### config.mk
export PLATFORM = sky130hd
export DESIGN_NAME = nmea_coordinate_field_parser_top
export DESIGN_NICKNAME = d
export VERILOG_FILES = /design/src/ncfp_pkg.sv /design/src/ncfp_core.sv /design/src/nmea_coordinate_field_parser_top.sv
export SDC_FILE = /design/constraint.sdc
export NUM_CORES = 1
export LEC_CHECK = 0
export BUFFER_PORTS_ARGS = -buffer_cell sky130_fd_sc_hd__buf_2
export CORE_MARGIN = 2
export CORE_UTILIZATION = 40
export CTS_CLUSTER_DIAMETER = 30
export DETAILED_ROUTE_END_ITERATION = 7
export GPL_TIMING_DRIVEN = 0
export MAX_ROUTING_LAYER = met4
export PLACE_DENSITY = 0.56
export SYNTH_ARGS = -nofsm -noshare
export SYNTH_HDL_FRONTEND = slang
export SYNTH_HIERARCHICAL = 1
export SYNTH_SLANG_ARGS = --single-unit
### constraint.sdc
create_clock -name clk -period 7.7 [get_ports clk]
set_clock_uncertainty 0.1 [all_clocks]
set_input_delay 0.77 -clock clk [delete_from_list [all_inputs] [get_ports clk]]
set_output_delay 0.77 -clock clk [all_outputs]
set_load 0.05 [all_outputs]
### src/ncfp_pkg.sv
package ncfp_pkg;

	localparam int unsigned DEF_MAX_SEARCH  = 16;
	localparam int unsigned DEF_FRAC_DIGITS = 5;

	localparam int unsigned CHAR_W = 8;
	localparam int unsigned DEG_W  = 10;
	localparam int unsigned MIN_W  = 24;
	localparam int unsigned HEMI_W = 8;

	localparam logic [CHAR_W-1:0] CH_NUL   = 8'h00;
	localparam logic [CHAR_W-1:0] CH_COMMA = 8'h2C;
	localparam logic [CHAR_W-1:0] CH_DOT   = 8'h2E;
	localparam logic [CHAR_W-1:0] CH_ZERO  = 8'h30;
	localparam logic [CHAR_W-1:0] CH_NINE  = 8'h39;

	typedef struct packed {
		logic              valid;
		logic              ok;
		logic [DEG_W-1:0]  degrees;
		logic [MIN_W-1:0]  minutes;
		logic [HEMI_W-1:0] hemi;
	} result_t;

	function automatic int unsigned pow10(input int unsigned n);
		int unsigned r;
		r = 1;
		for (int unsigned k = 0; k < n; k++) begin
			r = r * 10;
		end
		return r;
	endfunction

endpackage

### src/ncfp_core.sv
module ncfp_core #(
	parameter int unsigned MAX_SEARCH  = ncfp_pkg::DEF_MAX_SEARCH,
	parameter int unsigned FRAC_DIGITS = ncfp_pkg::DEF_FRAC_DIGITS
) (
	input  logic                          clk,
	input  logic                          arst_n,
	input  logic                          advance,
	input  logic [ncfp_pkg::CHAR_W-1:0]   char_code,
	input  logic                          field_start,
	output ncfp_pkg::result_t             res
);

	localparam int unsigned IW = $clog2(MAX_SEARCH);
	localparam int unsigned FW = $clog2(ncfp_pkg::pow10(FRAC_DIGITS));
	localparam int unsigned CW = $clog2(FRAC_DIGITS + 1);
	localparam logic [IW-1:0] LAST_IDX = IW'(MAX_SEARCH - 1);
	localparam logic [ncfp_pkg::MIN_W-1:0] MIN_SCALE =
		ncfp_pkg::MIN_W'(ncfp_pkg::pow10(FRAC_DIGITS));

	localparam logic [1:0] PH_IDLE = 2'd0;
	localparam logic [1:0] PH_SCAN = 2'd1;
	localparam logic [1:0] PH_HEMI = 2'd2;

	logic [1:0]    phase_q, phase_n, ph;
	logic [IW-1:0] idx_q, idx_n, idx;
	logic          dot_q, dot_n, dot;
	logic [2:0]    icnt_q, icnt_n, icnt;
	logic [9:0]    hi_q, hi_n, hi;
	logic [3:0]    tens_q, tens_n, tens;
	logic [3:0]    ones_q, ones_n, ones;
	logic [FW-1:0] frac_q, frac_n, frac;
	logic [CW-1:0] fcnt_q, fcnt_n, fcnt;
	logic          fstop_q, fstop_n, fstop;
	logic          fail_q, fail_n, fail;

	logic          is_digit;
	logic [3:0]    digit;
	logic          last;
	logic [FW-1:0] frac_w;
	logic [FW-1:0] frac_inc;
	logic [12:0]   hi_x10;
	logic [6:0]    lo;

	assign is_digit = (char_code >= ncfp_pkg::CH_ZERO) && (char_code <= ncfp_pkg::CH_NINE);
	assign digit    = char_code[3:0];

	always_comb begin
		if (field_start) begin
			ph    = PH_SCAN;
			idx   = '0;
			dot   = 1'b0;
			icnt  = '0;
			hi    = '0;
			tens  = '0;
			ones  = '0;
			frac  = '0;
			fcnt  = '0;
			fstop = 1'b0;
			fail  = 1'b0;
		end else begin
			ph    = phase_q;
			idx   = idx_q;
			dot   = dot_q;
			icnt  = icnt_q;
			hi    = hi_q;
			tens  = tens_q;
			ones  = ones_q;
			frac  = frac_q;
			fcnt  = fcnt_q;
			fstop = fstop_q;
			fail  = fail_q;
		end
	end

	always_comb begin
		frac_w = '0;
		for (int k = 0; k < FRAC_DIGITS; k++) begin
			if (fcnt == CW'(k)) begin
				frac_w = FW'(ncfp_pkg::pow10(FRAC_DIGITS - 1 - k));
			end
		end
	end

	assign frac_inc = FW'(digit) * frac_w;
	assign hi_x10   = {hi, 3'b000} + {2'b00, hi, 1'b0} + {9'd0, tens};
	assign lo       = {tens, 3'b000} + {2'b00, tens, 1'b0} + {3'b000, ones};
	assign last     = (idx == LAST_IDX);

	always_comb begin
		phase_n = ph;
		idx_n   = idx;
		dot_n   = dot;
		icnt_n  = icnt;
		hi_n    = hi;
		tens_n  = tens;
		ones_n  = ones;
		frac_n  = frac;
		fcnt_n  = fcnt;
		fstop_n = fstop;
		fail_n  = fail;
		res     = '0;
		unique case (ph)
			PH_HEMI: begin
				res.valid   = 1'b1;
				res.ok      = 1'b1;
				res.degrees = hi;
				res.minutes = ncfp_pkg::MIN_W'(lo) * MIN_SCALE + ncfp_pkg::MIN_W'(frac);
				res.hemi    = char_code;
				phase_n     = PH_IDLE;
			end
			PH_SCAN: begin
				if (char_code == ncfp_pkg::CH_NUL) begin
					res.valid = 1'b1;
					phase_n   = PH_IDLE;
				end else if (char_code == ncfp_pkg::CH_COMMA) begin
					if (!dot || fail || last) begin
						res.valid = 1'b1;
						phase_n   = PH_IDLE;
					end else begin
						phase_n = PH_HEMI;
						idx_n   = idx + IW'(1);
					end
				end else begin
					if (!dot) begin
						if (char_code == ncfp_pkg::CH_DOT) begin
							dot_n = 1'b1;
							if (idx < 2 || idx > 5) begin
								fail_n = 1'b1;
							end
						end else if (!is_digit) begin
							fail_n = 1'b1;
						end else if (icnt < 3'd5) begin
							hi_n   = hi_x10[9:0];
							tens_n = ones;
							ones_n = digit;
							icnt_n = icnt + 3'd1;
						end else begin
							fail_n = 1'b1;
						end
					end else if (!fstop) begin
						if (!is_digit) begin
							fstop_n = 1'b1;
						end else if (fcnt < CW'(FRAC_DIGITS)) begin
							frac_n = frac + frac_inc;
							fcnt_n = fcnt + CW'(1);
						end
					end
					if (last) begin
						res.valid = 1'b1;
						phase_n   = PH_IDLE;
					end else begin
						idx_n = idx + IW'(1);
					end
				end
			end
			default: begin
			end
		endcase
	end

	always_ff @(posedge clk or negedge arst_n) begin
		if (!arst_n) begin
			phase_q <= PH_IDLE;
			idx_q   <= '0;
			dot_q   <= 1'b0;
			icnt_q  <= '0;
			hi_q    <= '0;
			tens_q  <= '0;
			ones_q  <= '0;
			frac_q  <= '0;
			fcnt_q  <= '0;
			fstop_q <= 1'b0;
			fail_q  <= 1'b0;
		end else if (advance) begin
			phase_q <= phase_n;
			idx_q   <= idx_n;
			dot_q   <= dot_n;
			icnt_q  <= icnt_n;
			hi_q    <= hi_n;
			tens_q  <= tens_n;
			ones_q  <= ones_n;
			frac_q  <= frac_n;
			fcnt_q  <= fcnt_n;
			fstop_q <= fstop_n;
			fail_q  <= fail_n;
		end
	end

endmodule

### src/nmea_coordinate_field_parser_top.sv
// A beat accepted into the input register loads its result (if any) into the output
// register when the core advances on it; the result beat is offered from there.
// Throughput: one input beat per cycle; a beat that ends a field waits in the
// input register only while an earlier result is still held by m_axis_tready.
// Reset: arst_n clears the parse state to idle and empties both stages;
// no field is in progress after reset.
module nmea_coordinate_field_parser_top #(
	parameter int unsigned MAX_SEARCH  = ncfp_pkg::DEF_MAX_SEARCH,
	parameter int unsigned FRAC_DIGITS = ncfp_pkg::DEF_FRAC_DIGITS
) (
	input  logic        clk,
	input  logic        arst_n,
	input  logic        s_axis_tvalid,
	output logic        s_axis_tready,
	input  logic [7:0]  s_axis_tdata,  // [7:0] char_code
	input  logic        s_axis_tuser,  // [0] field_start
	output logic        m_axis_tvalid,
	input  logic        m_axis_tready,
	output logic [47:0] m_axis_tdata,  // [9:0] degrees, [33:10] minutes_scaled,
	                                   // [41:34] hemisphere, [47:42] zero
	output logic        m_axis_tuser   // [0] parse_ok
);

	logic                                 valid_s1;
	logic [ncfp_pkg::CHAR_W-1:0]          char_s1;
	logic                                 start_s1;
	logic                                 advance;
	ncfp_pkg::result_t                    res;

	logic                                 out_valid_q;
	logic                                 ok_q;
	logic [ncfp_pkg::DEG_W-1:0]           deg_q;
	logic [ncfp_pkg::MIN_W-1:0]           min_q;
	logic [ncfp_pkg::HEMI_W-1:0]          hemi_q;

	assign advance       = valid_s1 && (!res.valid || !out_valid_q || m_axis_tready);
	assign s_axis_tready = !valid_s1 || advance;

	always_ff @(posedge clk or negedge arst_n) begin
		if (!arst_n) begin
			valid_s1 <= 1'b0;
		end else if (s_axis_tready) begin
			valid_s1 <= s_axis_tvalid;
		end
	end

	always_ff @(posedge clk) begin
		if (s_axis_tready && s_axis_tvalid) begin
			char_s1  <= s_axis_tdata;
			start_s1 <= s_axis_tuser;
		end
	end

	ncfp_core #(
		.MAX_SEARCH  (MAX_SEARCH),
		.FRAC_DIGITS (FRAC_DIGITS)
	) u_core (
		.clk         (clk),
		.arst_n      (arst_n),
		.advance     (advance),
		.char_code   (char_s1),
		.field_start (start_s1),
		.res         (res)
	);

	always_ff @(posedge clk or negedge arst_n) begin
		if (!arst_n) begin
			out_valid_q <= 1'b0;
		end else if (advance && res.valid) begin
			out_valid_q <= 1'b1;
		end else if (m_axis_tready) begin
			out_valid_q <= 1'b0;
		end
	end

	always_ff @(posedge clk) begin
		if (advance && res.valid) begin
			ok_q   <= res.ok;
			deg_q  <= res.degrees;
			min_q  <= res.minutes;
			hemi_q <= res.hemi;
		end
	end

	assign m_axis_tvalid = out_valid_q;
	assign m_axis_tuser  = ok_q;
	assign m_axis_tdata  = {6'b000000, hemi_q, min_q, deg_q};

endmodule

==> flow_summary.json <==
{
  "status": "finished, final reports clean",
  "multi_input_area_sq_um": 5660,
  "max_cap_viol_count": 0,
  "wl_per_cell_um": 17.0,
  "worstPathRequired_ns": 7.71,
  "die_height_um": 154,
  "drv_slew": 0,
  "initial_core_util_pct": 40.9,
  "synth.yosys.seq_area_share_pct": 32.0,
  "criticalPathCategory": "flop to flop",
  "area_growth_pct": 11.9,
  "path_clk_slew_ns": 0.08,
  "grt_max_degree": 53,
  "fin_nets": 1174,
  "static-leakage-power_nw": 4.98,
  "place_hpwl_um": 16700,
  "cts-buffers-inserted": 9,
  "antenna_found_initial": 0,
  "first_pass_iters": 5,
  "ys_top_cells_by_area": "edfxtp_1 17%, ha_1 16%, dfrtp_1 15%",
  "syn_area_sq_um": 8950,
  "fin_hold_ws_ns": 0.347,
  "start_kind": "flop",
  "routed_via_density": 5.35,
  "crit_arrival_ns": 7.33,
  "hold_violations": 0,
  "cp_slowest_cell": "or4b_4",
  "post-place-ws_ns": -0.586,
  "seq_area_sq_um": 2860,
  "syn_inst": 928,
  "die_w_um": 154,
  "vias": 6890,
  "post-route-period-util_pct": 95.0,
  "yosysTopAreaCellShare_pct": 17.4,
  "yosysMostFrequentCell": "ha_1",
  "grt_pass1_vias": 6828,
  "cts_root_buf": "clkbuf_16",
  "ir_drop_uv": 133,
  "drt-total-wl_um": 21900,
  "clkLatencyLatePin_ns": 0.36,
  "yosysWarnings": 6,
  "critical_path.endpoint_type": "flop",
  "cp_common_cell": "ha_1",
  "postLayoutSetupSlackWorst_ns": 0.383,
  "nFillCells": 2169,
  "rr_startpoint": "start_s1",
  "ant_nets": 0,
  "yosysTopAreaCell": "edfxtp_1",
  "clock_sinks": 104,
  "io_buffer_count": 57,
  "cpPeakStageDelay_ns": 0.56,
  "synth_edf_count": 52,
  "synthArstFlopShare_pct": 50.0,
  "drive_gt1_share_pct": 10.5,
  "avgSynthCellArea_sq_um": 9.65,
  "cts_tree": "yes",
  "grt-ovfl-total": 0,
  "synth-main-ff-cell": "edfxtp_1",
  "startpoint": "start_s1",
  "layout_min_cycle_time_ns": 7.32,
  "relSlewSlack_pct": 35.7,
  "io_pins": 64,
  "hold_class": "input pin to async pin",
  "dpl-instance-area_sq_um": 9640,
  "rows": 54,
  "max_freq_ghz": 0.137,
  "finalSetupViolCount": 0,
  "coreArea_sq_um": 21900,
  "crit_fanout": 10,
  "clockBufferDepth": 2,
  "gp_congestion": 0.865,
  "finalInstanceArea_sq_um": 10000,
  "grt_util_all_layers_pct": 19.4,
  "powerDensity_nw_per_um2": 138,
  "synth_cell_types": 64,
  "grt_first_pass_wirelength_um": 35700,
  "drc": 0,
  "ys_ff_latch": 104,
  "htreeDepth": 3,
  "die_area_sq_um": 23600,
  "rsz0062_at_grt": "false",
  "worstMarginPinSlew_ns": 0.940,
  "n_antenna_cell": 0,
  "worst-r2r-cell-count": 26,
  "synth_commonest_cells": "115 x ha_1, 91 x inv_1, 66 x nand2_1",
  "drt_iter0_markers": 360
}
-- power breakdown --
part / leakage [nW] / switching (mW) / internal, mW
logic: 3.66 / 0.178 / 0.0978
registers: 1.17 / 0.0112 / 0.595
clock network: 0.157 / 0.236 / 0.266
total: 4.98 / 0.425 / 0.959
-- worst max-delay path, delay by kind of cell (launching register included) --
family	cells	cell delay [ns]
xor gates and xnor gates	3	0.49
DFF	1	0.46
adders and majority gates	8	2.50
buffers and inverters	3	0.72
and+or+nand+nor	5	1.53
AOI/OAI and AO/OA	7	1.26
-- what timing repair did --
action,4_1_cts,5_1_grt
gates resized for setup,5,13
hold buffers,0,0
setup buffers,0,2
pin swaps,0,1
setup endpoints to repair,7,7
-- final timing paths --
path | to | slack, ns
hold / removal | valid_s1 | 0.35
setup reg to reg | min_q[23] | 0.38
setup / recovery | min_q[23] | 0.38
max in group asynchronous | u_core/frac_q[1] | 6.62
min in group clk | u_core/frac_q[16] | 0.38
hold reg to reg | u_core/frac_q[16] | 0.38
-- layer usage --
layer	share of wire (%)	GRT usage (%)
met1	50	27.1
met2	46	30.8
met3	2.8	2.11
met4	1.2	4.15
met5	0	-
-- layout make-up --
class                           count  share of cell area [%]
Multi-Input combinational cell    703                    56.5
Sequential cell                   104                    28.6
Tap cell                          280                    3.50
Inverter                           92                    3.45
Timing Repair Buffer               60                    3.22
Clock buffer                       12                    2.79
Buffer                             34                    1.61
Clock inverter                      4                   0.400
-- through the flow --
| stage | setup TNS, ns | power [mW] | utilization, % | instances |
|---|---|---|---|---|
| after global routing | 0 | 1.46 | 45.8 | 1289 |
| after detailed placement | -2.21 | 0.892 | 44.0 | 1271 |
| final | 0 | 1.38 | 45.8 | 1289 |
| after floorplan | 0 | 0.815 | - | 933 |
| after global placement | -2.11 | 0.888 | 43.9 | 1270 |
| after CTS | 0 | 1.40 | 45.5 | 1287 |
-- flip-flops by register name, summed over array words and instances, names as in the netlist, 2 cells and up --
register        count
u_core/fcnt_q       3
u_core/frac_q      17
u_core/hi_q        10
char_s1             8
u_core/ones_q       4
hemi_q              8
u_core/phase_q      2
u_core/tens_q       4
deg_q              10
u_core/idx_q        4
min_q              24
u_core/icnt_q       3
-- kinds of logic (layout without fill, tap and decap cells) --
group	after synthesis	in the layout	synth area share, %
mux	2	2	0.224
fa+ha+maj	157	157	25.5
compound gates	198	198	14.9
xor+xnor	54	54	5.44
flops	104	104	32.0
other cells	1	6	0.0419
buf+inv	126	202	5.53
simple gates	286	286	16.4
-- cell usage in the layout, fill, tap and decap left out, drive strengths merged, types with 36 or more instances in the layout --
master and count:
ha 115, inv 94, buf 70, nand2 66, nor2 57, edfxtp 52, dfrtp 52, o21ai 45
fa 42, xnor2 37, a21oi 37, clkbuf 36
Power figures use the tool's default switching activity.
